$ cat config.mk
export PLATFORM = sky130hd
export DESIGN_NAME = serial_frame_receiver_checker_top
export DESIGN_NICKNAME = d
export VERILOG_FILES = /design/src/rtl/core/sfrc_pkg.sv /design/src/rtl/core/sfrc_cfg.sv /design/src/rtl/core/sfrc_parser.sv /design/src/rtl/core/sfrc_out_reg.sv /design/src/rtl/core/serial_frame_receiver_checker_top.sv
export VERILOG_INCLUDE_DIRS = /design/src /design/src/rtl/core
export SDC_FILE = /design/constraint.sdc
export NUM_CORES = 1
export LEC_CHECK = 0
export BUFFER_PORTS_ARGS = -buffer_cell sky130_fd_sc_hd__buf_2
export CORE_MARGIN = 1.5
export CORE_UTILIZATION = 36
export CTS_CLUSTER_DIAMETER = 40
export DETAILED_ROUTE_END_ITERATION = 10
export PLACE_DENSITY = 0.6
export REMOVE_ABC_BUFFERS = 1
export SYNTH_ARGS = -nofsm -noshare
export SYNTH_HDL_FRONTEND = slang
export SYNTH_SLANG_ARGS = --single-unit
export TNS_END_PERCENT = 30
$ cat constraint.sdc
create_clock -name clk -period 4.77 [get_ports clk]
set_input_delay 0.7155 -clock clk [delete_from_list [all_inputs] [get_ports clk]]
set_output_delay 0.7155 -clock clk [all_outputs]
set_load 0.03 [all_outputs]
$ cat src/rtl/core/assert_macros.svh
// assertion helpers shared by the rtl
`ifndef ASSERT_MACROS_SVH
`define ASSERT_MACROS_SVH

// same-cycle implication, disabled in reset
`define ASSERT_SAME(label, clk, rst, ante, cons) \
  label: assert property (@(posedge clk) disable iff (rst) (ante) |-> (cons)) \
    else $error("assertion failed: same-cycle implication");

// next-cycle implication, disabled in reset
`define ASSERT_NEXT(label, clk, rst, ante, cons) \
  label: assert property (@(posedge clk) disable iff (rst) (ante) |=> (cons)) \
    else $error("assertion failed: next-cycle implication");

`endif

$ cat src/rtl/core/sfrc_pkg.sv
package sfrc_pkg;

  localparam int BYTE_W  = 8;
  localparam int LEN_W   = 16;
  localparam int COUNT_W = 17;
  localparam int CFG_W   = 17;
  localparam int INDEX_W = 3;

  localparam logic [COUNT_W-1:0] FIXED_FRAME_RESET = 17'd8;
  localparam logic [COUNT_W-1:0] LAST_OFFSET       = 17'd3;
  localparam logic [COUNT_W-1:0] FRAME_OVERHEAD    = 17'd4;
  localparam logic [COUNT_W-1:0] COUNT_HUNT        = 17'd0;
  localparam logic [COUNT_W-1:0] COUNT_LEN_HIGH    = 17'd1;
  localparam logic [COUNT_W-1:0] COUNT_LEN_LOW     = 17'd2;
  localparam logic [COUNT_W-1:0] COUNT_COMMAND     = 17'd4;
  localparam int CMD_BAD_BIT = 7;

  typedef enum logic [INDEX_W-1:0] {
    REG_STATION_ADDRESS    = 3'd0,
    REG_WRITE_OPCODE       = 3'd1,
    REG_SUM_OPCODE         = 3'd2,
    REG_WRITE_HEADER_BYTES = 3'd3,
    REG_OTHER_HEADER_BYTES = 3'd4,
    REG_FIXED_FRAME_BYTES  = 3'd5
  } reg_index_t;

  typedef enum logic [1:0] {
    STATUS_OK      = 2'd0,
    STATUS_BAD_CMD = 2'd1,
    STATUS_BAD_LEN = 2'd2,
    STATUS_SUM_ERR = 2'd3
  } status_t;

  typedef struct packed {
    logic [BYTE_W-1:0]  station_address;
    logic [BYTE_W-1:0]  write_opcode;
    logic [BYTE_W-1:0]  sum_opcode;
    logic [LEN_W-1:0]   write_header_bytes;
    logic [LEN_W-1:0]   other_header_bytes;
    logic [COUNT_W-1:0] fixed_frame_bytes;
  } cfg_t;

  typedef struct packed {
    logic [BYTE_W-1:0] command;
    status_t           status;
    logic [LEN_W-1:0]  payload_length;
  } result_t;

  typedef struct packed {
    logic res_valid;
    logic hunting;
  } parse_stat_t;

endpackage

$ cat src/rtl/core/sfrc_cfg.sv
module sfrc_cfg (
  input  logic                          clk,
  input  logic                          rst,
  input  logic                          cfg_we,
  input  logic [sfrc_pkg::INDEX_W-1:0]  cfg_index,
  input  logic [sfrc_pkg::CFG_W-1:0]    cfg_data,
  output sfrc_pkg::cfg_t                cfg
);
  import sfrc_pkg::*;

  always_ff @(posedge clk) begin
    if (rst) begin
      cfg.station_address    <= '0;
      cfg.write_opcode       <= '0;
      cfg.sum_opcode         <= '0;
      cfg.write_header_bytes <= '0;
      cfg.other_header_bytes <= '0;
      cfg.fixed_frame_bytes  <= FIXED_FRAME_RESET;
    end else if (cfg_we) begin
      case (cfg_index)
        REG_STATION_ADDRESS:    cfg.station_address    <= cfg_data[BYTE_W-1:0];
        REG_WRITE_OPCODE:       cfg.write_opcode       <= cfg_data[BYTE_W-1:0];
        REG_SUM_OPCODE:         cfg.sum_opcode         <= cfg_data[BYTE_W-1:0];
        REG_WRITE_HEADER_BYTES: cfg.write_header_bytes <= cfg_data[LEN_W-1:0];
        REG_OTHER_HEADER_BYTES: cfg.other_header_bytes <= cfg_data[LEN_W-1:0];
        REG_FIXED_FRAME_BYTES:  cfg.fixed_frame_bytes  <= cfg_data[COUNT_W-1:0];
        default: ;
      endcase
    end
  end

endmodule

$ cat src/rtl/core/sfrc_parser.sv
module sfrc_parser (
  input  logic                         clk,
  input  logic                         rst,
  input  logic                         accept,
  input  logic [sfrc_pkg::BYTE_W-1:0]  rx_byte,
  input  sfrc_pkg::cfg_t               cfg,
  output sfrc_pkg::parse_stat_t        stat,
  output sfrc_pkg::result_t            res
);
  import sfrc_pkg::*;

  logic [COUNT_W-1:0] byte_count, byte_count_next;
  logic [BYTE_W-1:0]  length_high, length_high_next;
  logic [LEN_W-1:0]   frame_length, frame_length_next;
  logic [BYTE_W-1:0]  running_sum, running_sum_next;
  logic [BYTE_W-1:0]  command_byte, command_byte_next;

  logic [COUNT_W-1:0] last;
  logic [COUNT_W-1:0] frame_size;
  logic [LEN_W-1:0]   hdr;
  logic               in_body;
  logic               is_end;
  status_t            status_calc;

  assign last       = {1'b0, frame_length} + LAST_OFFSET;
  assign frame_size = {1'b0, frame_length} + FRAME_OVERHEAD;
  assign in_body    = byte_count < last;
  assign is_end     = (byte_count != COUNT_HUNT) && (byte_count != COUNT_LEN_HIGH) &&
                      (byte_count != COUNT_LEN_LOW) && !in_body;

  // later checks override earlier ones
  always_comb begin
    status_calc = STATUS_OK;
    if (command_byte[CMD_BAD_BIT]) begin
      status_calc = STATUS_BAD_CMD;
    end
    if (command_byte != cfg.write_opcode && command_byte != cfg.sum_opcode &&
        frame_size != cfg.fixed_frame_bytes) begin
      status_calc = STATUS_BAD_LEN;
    end
    if (running_sum != rx_byte) begin
      status_calc = STATUS_SUM_ERR;
    end
  end

  assign hdr = (command_byte == cfg.write_opcode) ? cfg.write_header_bytes
                                                  : cfg.other_header_bytes;

  assign res.command        = command_byte;
  assign res.status         = status_calc;
  assign res.payload_length = frame_length - hdr;

  assign stat.res_valid = accept && is_end;
  assign stat.hunting   = (byte_count == COUNT_HUNT);

  always_comb begin
    byte_count_next   = byte_count;
    length_high_next  = length_high;
    frame_length_next = frame_length;
    running_sum_next  = running_sum;
    command_byte_next = command_byte;
    if (accept) begin
      if (byte_count == COUNT_HUNT) begin
        if (rx_byte == cfg.station_address) begin
          byte_count_next   = COUNT_LEN_HIGH;
          length_high_next  = '0;
          frame_length_next = '0;
          running_sum_next  = '0;
          command_byte_next = '0;
        end
      end else if (byte_count == COUNT_LEN_HIGH) begin
        length_high_next = rx_byte;
        running_sum_next = running_sum + rx_byte;
        byte_count_next  = COUNT_LEN_LOW;
      end else if (byte_count == COUNT_LEN_LOW) begin
        frame_length_next = {length_high, rx_byte};
        running_sum_next  = running_sum + rx_byte;
        byte_count_next   = byte_count + 17'd1;
      end else if (in_body) begin
        if (byte_count == COUNT_COMMAND) begin
          command_byte_next = rx_byte;
        end
        running_sum_next = running_sum + rx_byte;
        byte_count_next  = byte_count + 17'd1;
      end else begin
        // checksum byte closes the frame
        byte_count_next   = COUNT_HUNT;
        length_high_next  = '0;
        frame_length_next = '0;
        running_sum_next  = '0;
        command_byte_next = '0;
      end
    end
  end

  always_ff @(posedge clk) begin
    if (rst) begin
      byte_count   <= COUNT_HUNT;
      length_high  <= '0;
      frame_length <= '0;
      running_sum  <= '0;
      command_byte <= '0;
    end else begin
      byte_count   <= byte_count_next;
      length_high  <= length_high_next;
      frame_length <= frame_length_next;
      running_sum  <= running_sum_next;
      command_byte <= command_byte_next;
    end
  end

endmodule

$ cat src/rtl/core/sfrc_out_reg.sv
module sfrc_out_reg (
  input  logic              clk,
  input  logic              rst,
  input  logic              load,
  input  sfrc_pkg::result_t res,
  input  logic              out_ready,
  output logic              out_valid,
  output sfrc_pkg::result_t res_q
);
  import sfrc_pkg::*;

  logic out_valid_next;

  always_comb begin
    out_valid_next = out_valid;
    if (load) begin
      out_valid_next = 1'b1;
    end else if (out_ready) begin
      out_valid_next = 1'b0;
    end
  end

  always_ff @(posedge clk) begin
    if (rst) begin
      out_valid <= 1'b0;
    end else begin
      out_valid <= out_valid_next;
    end
  end

  always_ff @(posedge clk) begin
    if (load) begin
      res_q <= res;
    end
  end

endmodule

$ cat src/rtl/core/serial_frame_receiver_checker_top.sv
// a frame result shows on the outputs in the cycle after its checksum byte is accepted
// throughput: one byte per cycle; bytes stall only while a result sits unread in the output register
// the output register is the only stage; frame state updates in the cycle a byte is accepted
// reset: synchronous; frame state returns to address hunting, output drops valid,
// config registers go to zero except fixed_frame_bytes, which resets to 8
`include "assert_macros.svh"

module serial_frame_receiver_checker_top (
  input  logic                          clk,
  input  logic                          rst,
  input  logic                          in_valid,
  output logic                          in_ready,
  input  logic [sfrc_pkg::BYTE_W-1:0]   rx_byte,
  output logic                          out_valid,
  input  logic                          out_ready,
  output logic [sfrc_pkg::BYTE_W-1:0]   command,
  output logic [1:0]                    status,
  output logic [sfrc_pkg::LEN_W-1:0]    payload_length,
  input  logic                          cfg_we,
  input  logic [sfrc_pkg::INDEX_W-1:0]  cfg_index,
  input  logic [sfrc_pkg::CFG_W-1:0]    cfg_data
);
  import sfrc_pkg::*;

  cfg_t        cfg;
  parse_stat_t stat;
  result_t     res;
  result_t     res_q;
  logic        accept;

  assign in_ready = !out_valid || out_ready;
  assign accept   = in_valid && in_ready;

  sfrc_cfg u_cfg (
    .clk       (clk),
    .rst       (rst),
    .cfg_we    (cfg_we),
    .cfg_index (cfg_index),
    .cfg_data  (cfg_data),
    .cfg       (cfg)
  );

  sfrc_parser u_parser (
    .clk     (clk),
    .rst     (rst),
    .accept  (accept),
    .rx_byte (rx_byte),
    .cfg     (cfg),
    .stat    (stat),
    .res     (res)
  );

  sfrc_out_reg u_out (
    .clk       (clk),
    .rst       (rst),
    .load      (stat.res_valid),
    .res       (res),
    .out_ready (out_ready),
    .out_valid (out_valid),
    .res_q     (res_q)
  );

  assign command        = res_q.command;
  assign status         = res_q.status;
  assign payload_length = res_q.payload_length;

  // a result only comes from an accepted byte, never while hunting
  `ASSERT_SAME(a_res_from_frame, clk, rst, stat.res_valid, accept && !stat.hunting)
  // a closed frame lands in the output register
  `ASSERT_NEXT(a_res_lands, clk, rst, stat.res_valid, out_valid)
  // the frame state goes back to hunting after the checksum byte
  `ASSERT_NEXT(a_back_to_hunt, clk, rst, stat.res_valid, stat.hunting)

endmodule

Yosys cells after proc, flatten, opt, wreduce, memory -nomap -nowiden
Index checks and enable logic that the tools add are counted.
{ "op_classes": {"add_sub_neg": 5, "n_lt_le_gt_ge": 1, "eq_ne": 23, "muxes": 29, "reduce_logical": 25} }
{ "op_table": {"columns": ["op", "count"], "rows": [
  ["8-bit 2-to-1 mux", 14],
  ["16-bit 2-to-1 mux", 6],
  ["17-bit 2-to-1 mux", 5],
  ["8-bit != test", 3],
  ["16-bit by 2-bit adder with 17-bit output, second input constant", 1],
  ["16-bit by 3-bit adder with 17-bit output, second input constant", 1],
  ["17-bit by 1-bit adder with 17-bit output, second input constant", 1],
  ["17-bit by 1-bit == test with 1-bit output, second input constant", 1],
  ["17-bit by 2-bit == test with 1-bit output, second input constant", 1],
  ["17-bit by 3-bit == test with 1-bit output, second input constant", 1],
  ["17-bit zero test", 1],
  ["17-bit < comparator", 1],
  ["17-bit by 1-bit != test with 1-bit output, second input constant", 1],
  ["17-bit != test", 1],
  ["17-bit by 2-bit != test with 1-bit output, second input constant", 1],
  ["17-bit nonzero test", 1],
  ["8-bit == test", 2],
  ["16-bit subtractor", 1],
  ["2-bit AND reduction", 7],
  ["3-bit != test, second input constant", 3],
  ["8-bit adder", 1],
  ["4-bit AND reduction", 2],
  ["1-bit logical AND", 7],
  ["3-bit by 2-bit == test with 1-bit output, second input constant", 2],
  ["other kinds (12)", 18]
]} }
{ "word_totals": {"register_bits": 157, "in_bits": 33, "out_inout_bits": 28, "word_cells": 99} }

Depth between registers and ports, before layout
{ "depth": {"ltp_word": 6, "depth_mapped": 17, "depth_no_buf": 13} }

Cells and area by module
Synthesis repeated with hierarchy kept, for this count alone.
{ "unflattened": {"hier_cells": 950, "area_unflattened_um2": 8977.4} }
{ "by_module_without_submodules": {"columns": ["module", "instances", "cells_per_inst", "area_per_inst_um2"], "rows": [
  ["sfrc_parser", 1, 649, 5157.4],
  ["sfrc_cfg", 1, 269, 2977.9],
  ["sfrc_out_reg", 1, 30, 819.5],
  ["serial_frame_receiver_checker_top", 1, 2, 22.5]
]} }

Worst setup path after synthesis
No wires, ideal clock.
{ "synth_timing": {"path_type": "register to register", "from": "register u_parser.frame_length[5]", "to": "register u_out.res_q[0] (netlist name)", "arrival_ns": 3.119, "required_time_ns": 4.389, "path_slack_ns": 1.270, "stages_incl_launch_ff": 14, "path_cell_list": "dfxtp_1 > clkbuf_1 > and4_1 > buf_2 > nand3_1 > nor2_1 > nand3_1 > xor2_1 > ha_1 > and4_1 > o311ai_0 > nand2_1 > nand3_1 > inv_1"} }
{ "synth_via": {"elab_chain_cells": 5} }
{ "synth_lines": {"columns": ["item", "line", "rtl"], "rows": [
  ["from (decl)", "sfrc_parser.sv:14", "logic [LEN_W-1:0] frame_length, frame_length_next;"],
  ["from (signal assigned)", "sfrc_parser.sv:106", "frame_length <= frame_length_next;"],
  ["16-bit by 2-bit adder with 17-bit output", "sfrc_parser.sv:25", "assign last = {1'b0, frame_length} + LAST_OFFSET;"],
  ["17-bit < comparator", "sfrc_parser.sv:27", "assign in_body = byte_count < last;"],
  ["1-bit zero test", "sfrc_parser.sv:29", "(byte_count != COUNT_LEN_LOW) && !in_body;"],
  ["1-bit logical AND", "sfrc_parser.sv:29", null],
  ["1-bit logical AND", "sfrc_parser.sv:53", "assign stat.res_valid = accept && is_end;"],
  ["via u_out.load", "sfrc_out_reg.sv:4", "input logic load,"]
]} }
The timed path passes the listed nets, and every way through them passes these cells.
A chain may end at the register's enable or synchronous reset.

Final worst setup path
{ "layout_timing": {"from": "register u_parser.frame_length[5]", "to": "register u_out.res_q[2] (netlist name)"} }
{ "layout_via": {"elab_chain_cells": 5} }
{ "layout_lines": {"columns": ["item", "line"], "rows": [
  ["16-bit by 2-bit adder with 17-bit output", "sfrc_parser.sv:25"],
  ["17-bit < comparator", "sfrc_parser.sv:27"],
  ["1-bit zero test", "sfrc_parser.sv:29"],
  ["1-bit logical AND", "sfrc_parser.sv:29"],
  ["1-bit logical AND", "sfrc_parser.sv:53"],
  ["via u_out.load", "sfrc_out_reg.sv:4"]
]} }
The timed path passes the listed nets, and every way through them passes these cells.

==> out/summary.txt <==
outcome = completed
share of the synthesized area in the top cell type = 31.7%
DRC Markers = 0
Critical Path RT = 4.75 ns
endpoint kind of the worst setup timing path = flip-flop
sequential element share of the synthesized area = 41.1%
final core occ = 41.6%
worst min-delay path category = flip-flop to flip-flop
final net count = 1076
library cell with the largest summed area after synthesis = dfxtp_1
CTS Root Buffer Type = clkbuf_16
flops & latches, synth = 157
startpoint of the most critical hold path = u_cfg.cfg[47]$_SDFFE_PP0P_
Most used DFF post-synth = dfxtp_1
Die Span Y = 155 microns
floorplan die area = 23900 sq um
final setup skew = 0.0113 ns
signal arrival time at the worst endpoint = 4.27 ns
total count of max-transition violations in the final report = 0
hold-critical path endpoint = u_cfg.cfg[47]$_SDFFE_PP0P_
WHS Path Cells = 2
capture instance of the worst register-to-register path = u_out.res_q[2]$_DFFE_PP_
vias after detailed routing = 6672
async set-or-reset flop fraction in the synthesized netlist = 0%
most common library cell in the layout ignoring fill and taps = nand2_1
clock edge transition at the registers on the reported setup and hold paths = 0.07 ns
fin crit period = 4.29 ns
Achievable Freq = 0.233 GHz
TritonCTS clock tree = built
largest net degree at the start of global routing = 68
clock sinks = 157
total number of placement rows = 55
RSZ-0062 raised after global routing = no
TNS Setup = 0 ns
Tot GR Track Use = 18.1%
Yosys Warn Count = 0
first-pass detailed-route iteration total = 5
Hold-fix buffers, CTS = 0
commonest non-fill, non-tap cells in the layout = 201 x nand2_1, 131 x dfxtp_1, 105 x a21oi_1
post-cts sizing count = 0
actual slew at the worst max-slew pin = 1.16 ns
register-to-register setup slack = 0.48 ns
Inserted Clock Buffers = 17
iteration-0 DRC count of the detailed router = 421
Post-Syn Instances = 953
MaxCap Viol Count = 0
layout-stage area growth over the synthesis result = 13.5%
clock latency on the worst-skew pair = 0.44 ns
R2R Path Start = u_parser.frame_length[5]$_SDFFE_PP0P_
Final Non-Filler Cells = 1296
# port buffers = 60
sum of overflow across all layers after global routing = 0
final setup fails = 0
kind of launch point of the worst setup path = flip-flop
final hold violation count = 0
initial core utilization = 36.7%
number of buffers inserted by post-CTS setup repair = 0
count of boundary I/O pins = 61
core region area = 22600 sq um
headroom to the max-slew limit = 22.7%
number of enable flip-flop cells after synthesis = 26
average via count per standard cell = 5.15
level count of the clock H-tree = 4
fraction of layout instances using a drive strength above 1 = 11.7%
wire length of the first global-routing pass = 33700 microns
Power Density = 314 nW/um^2
antenna-violating nets left = 0
final period utilization = 90.0%
buffer depth of the longest clock path = 2
placed wire-length estimate = 15100 microns
post-synthesis cell area = 8280 sq um
number of distinct library cell variants in the gate-level netlist after synthesis = 66
global placement routability congestion = 0.878
initial antenna violation count = 1
number of placed cells counting well taps = 1263
Die Width = 155 microns
number of global-route vias before repair = 6319
largest cells by area after synthesis = dfxtp_1 32%, edfxtp_1 9.4%, nand2_1 9.1%
path type of the worst setup path = flip-flop to flip-flop
maximum net fanout on the critical path = 26
Routed wire per std cell = 16.3 microns
aggregate routed wire length = 21100 microns
P_leak = 3.56 nW
average instance area after synthesis = 8.69 sq um
logic depth of the worst register-to-register path = 11
worst-case vdd ir drop = 0.229 mV
==> logic make-up after synthesis <==
logic type / synth area share (%)
flip-flops: 41.1
adder cells (fa/ha/maj): 7.13
multiplexers: 3.04
XOR/XNOR: 9.73
buffers and inverters: 3.51
AO/OA/AOI/OAI: 14.0
AND/OR/NAND/NOR: 21.4
==> routing by layer <==
metal / vias to the layer above / GRT usage, % / wire (microns)
li1: 3392 / - / -
met1: 3110 / 24.1 / 9990
met2: 146 / 29.6 / 9880
met3: 24 / 3.59 / 922
met4: 0 / 5.63 / 289
met5: - / 0 / 0
==> stage by stage <==
| step | total power, mW | hold slack, ns | instance area [sq um] | worst slack, ns |
|---|---|---|---|---|
| after global routing | 3.06 | 0.475 | 9390 | 0.114 |
| final | 2.95 | 0.455 | 9400 | 0.479 |
| after floorplan | 1.53 | 0.427 | 8090 | 1.31 |
| after detailed placement | 1.61 | 0.447 | 8800 | 0.554 |
| after global placement | 1.61 | 0.440 | 8800 | 0.675 |
| after CTS | 2.99 | 0.456 | 9390 | 0.495 |
==> worst max-delay path, cell delays in order (launching register included) <==
cell	delay, ns
dfxtp_1	0.50
and4_1	0.44
nand3_1	0.26
nor2_1	0.22
nand3_1	0.11
xor2_1	0.17
ha_1	0.32
and4_1	0.23
a221oi_1	0.59
nand2_1	0.29
nand3_1	0.19
inv_1	0.50
==> synthesized netlist by cell type, types with 2 or more instances <==
cell and number:
xnor2_1 56, fa_1 2, a221oi_1 3, nand2b_1 12, buf_1 2, ha_1 44
or2_2 2, nor2_2 2, nand2_1 201, xor2_1 36, a31o_2 2, dfxtp_1 131
or4_1 2, nor2_1 57, o21ai_0 15, inv_1 26, nor4_4 2, mux2i_1 24
nand3_1 24, and2_1 5, a22oi_1 8, and4_1 3, nor4_1 12, a21oi_1 105
and3_1 7, nand4_1 17, clkbuf_1 33, buf_6 3, nor4b_1 2, nor2b_1 10
o211ai_1 6, or4_4 2, nor3_1 12, a22o_1 16, edfxtp_1 26, buf_4 3
a21o_1 10, a31oi_1 2
==> flip-flops by register name, indices dropped and copies added, names as in the netlist <==
signal / flops
u_parser.running_sum: 8
u_cfg.cfg: 73
u_parser.command_byte: 8
u_out.out_valid: 1
u_parser.frame_length: 16
u_out.res_q: 26
u_parser.byte_count: 17
u_parser.length_high: 8
==> where the power goes <==
part / switching, mW / internal [mW] / leakage [nW]
sequential: 0.00850 / 1.36 / 1.28
clock: 0.567 / 0.804 / 0.291
combinational: 0.130 / 0.0820 / 1.99
==> layout make-up <==
type	count	area [sq um]
clock inverter	13	141
multi-input combinational	728	4580
timing repair buffer	67	355
sequential	157	3400
tap	285	357
antenna	1	2.50
inverter	26	97.6
clock buffer	19	454
fill	2262	13200
==> how the worst max path moves through the flow <==
stage	from	endpoint	slack, ns
final	u_parser.frame_length[5]$_SDFFE_PP0P_	u_out.res_q[2]$_DFFE_PP_	0.48
after global routing	u_parser.frame_length[2]$_SDFFE_PP0P_	u_out.res_q[2]$_DFFE_PP_	0.11
after CTS	u_parser.frame_length[5]$_SDFFE_PP0P_	u_out.res_q[2]$_DFFE_PP_	0.49
after detailed placement	u_parser.frame_length[5]$_SDFFE_PP0P_	u_out.res_q[2]$_DFFE_PP_	0.55
after global placement	u_parser.frame_length[5]$_SDFFE_PP0P_	u_out.res_q[3]$_DFFE_PP_	0.67
after floorplan	u_parser.frame_length[4]$_SDFFE_PP0P_	u_out.res_q[0]$_DFFE_PP_	1.31
Power figures use the tool's default switching activity.
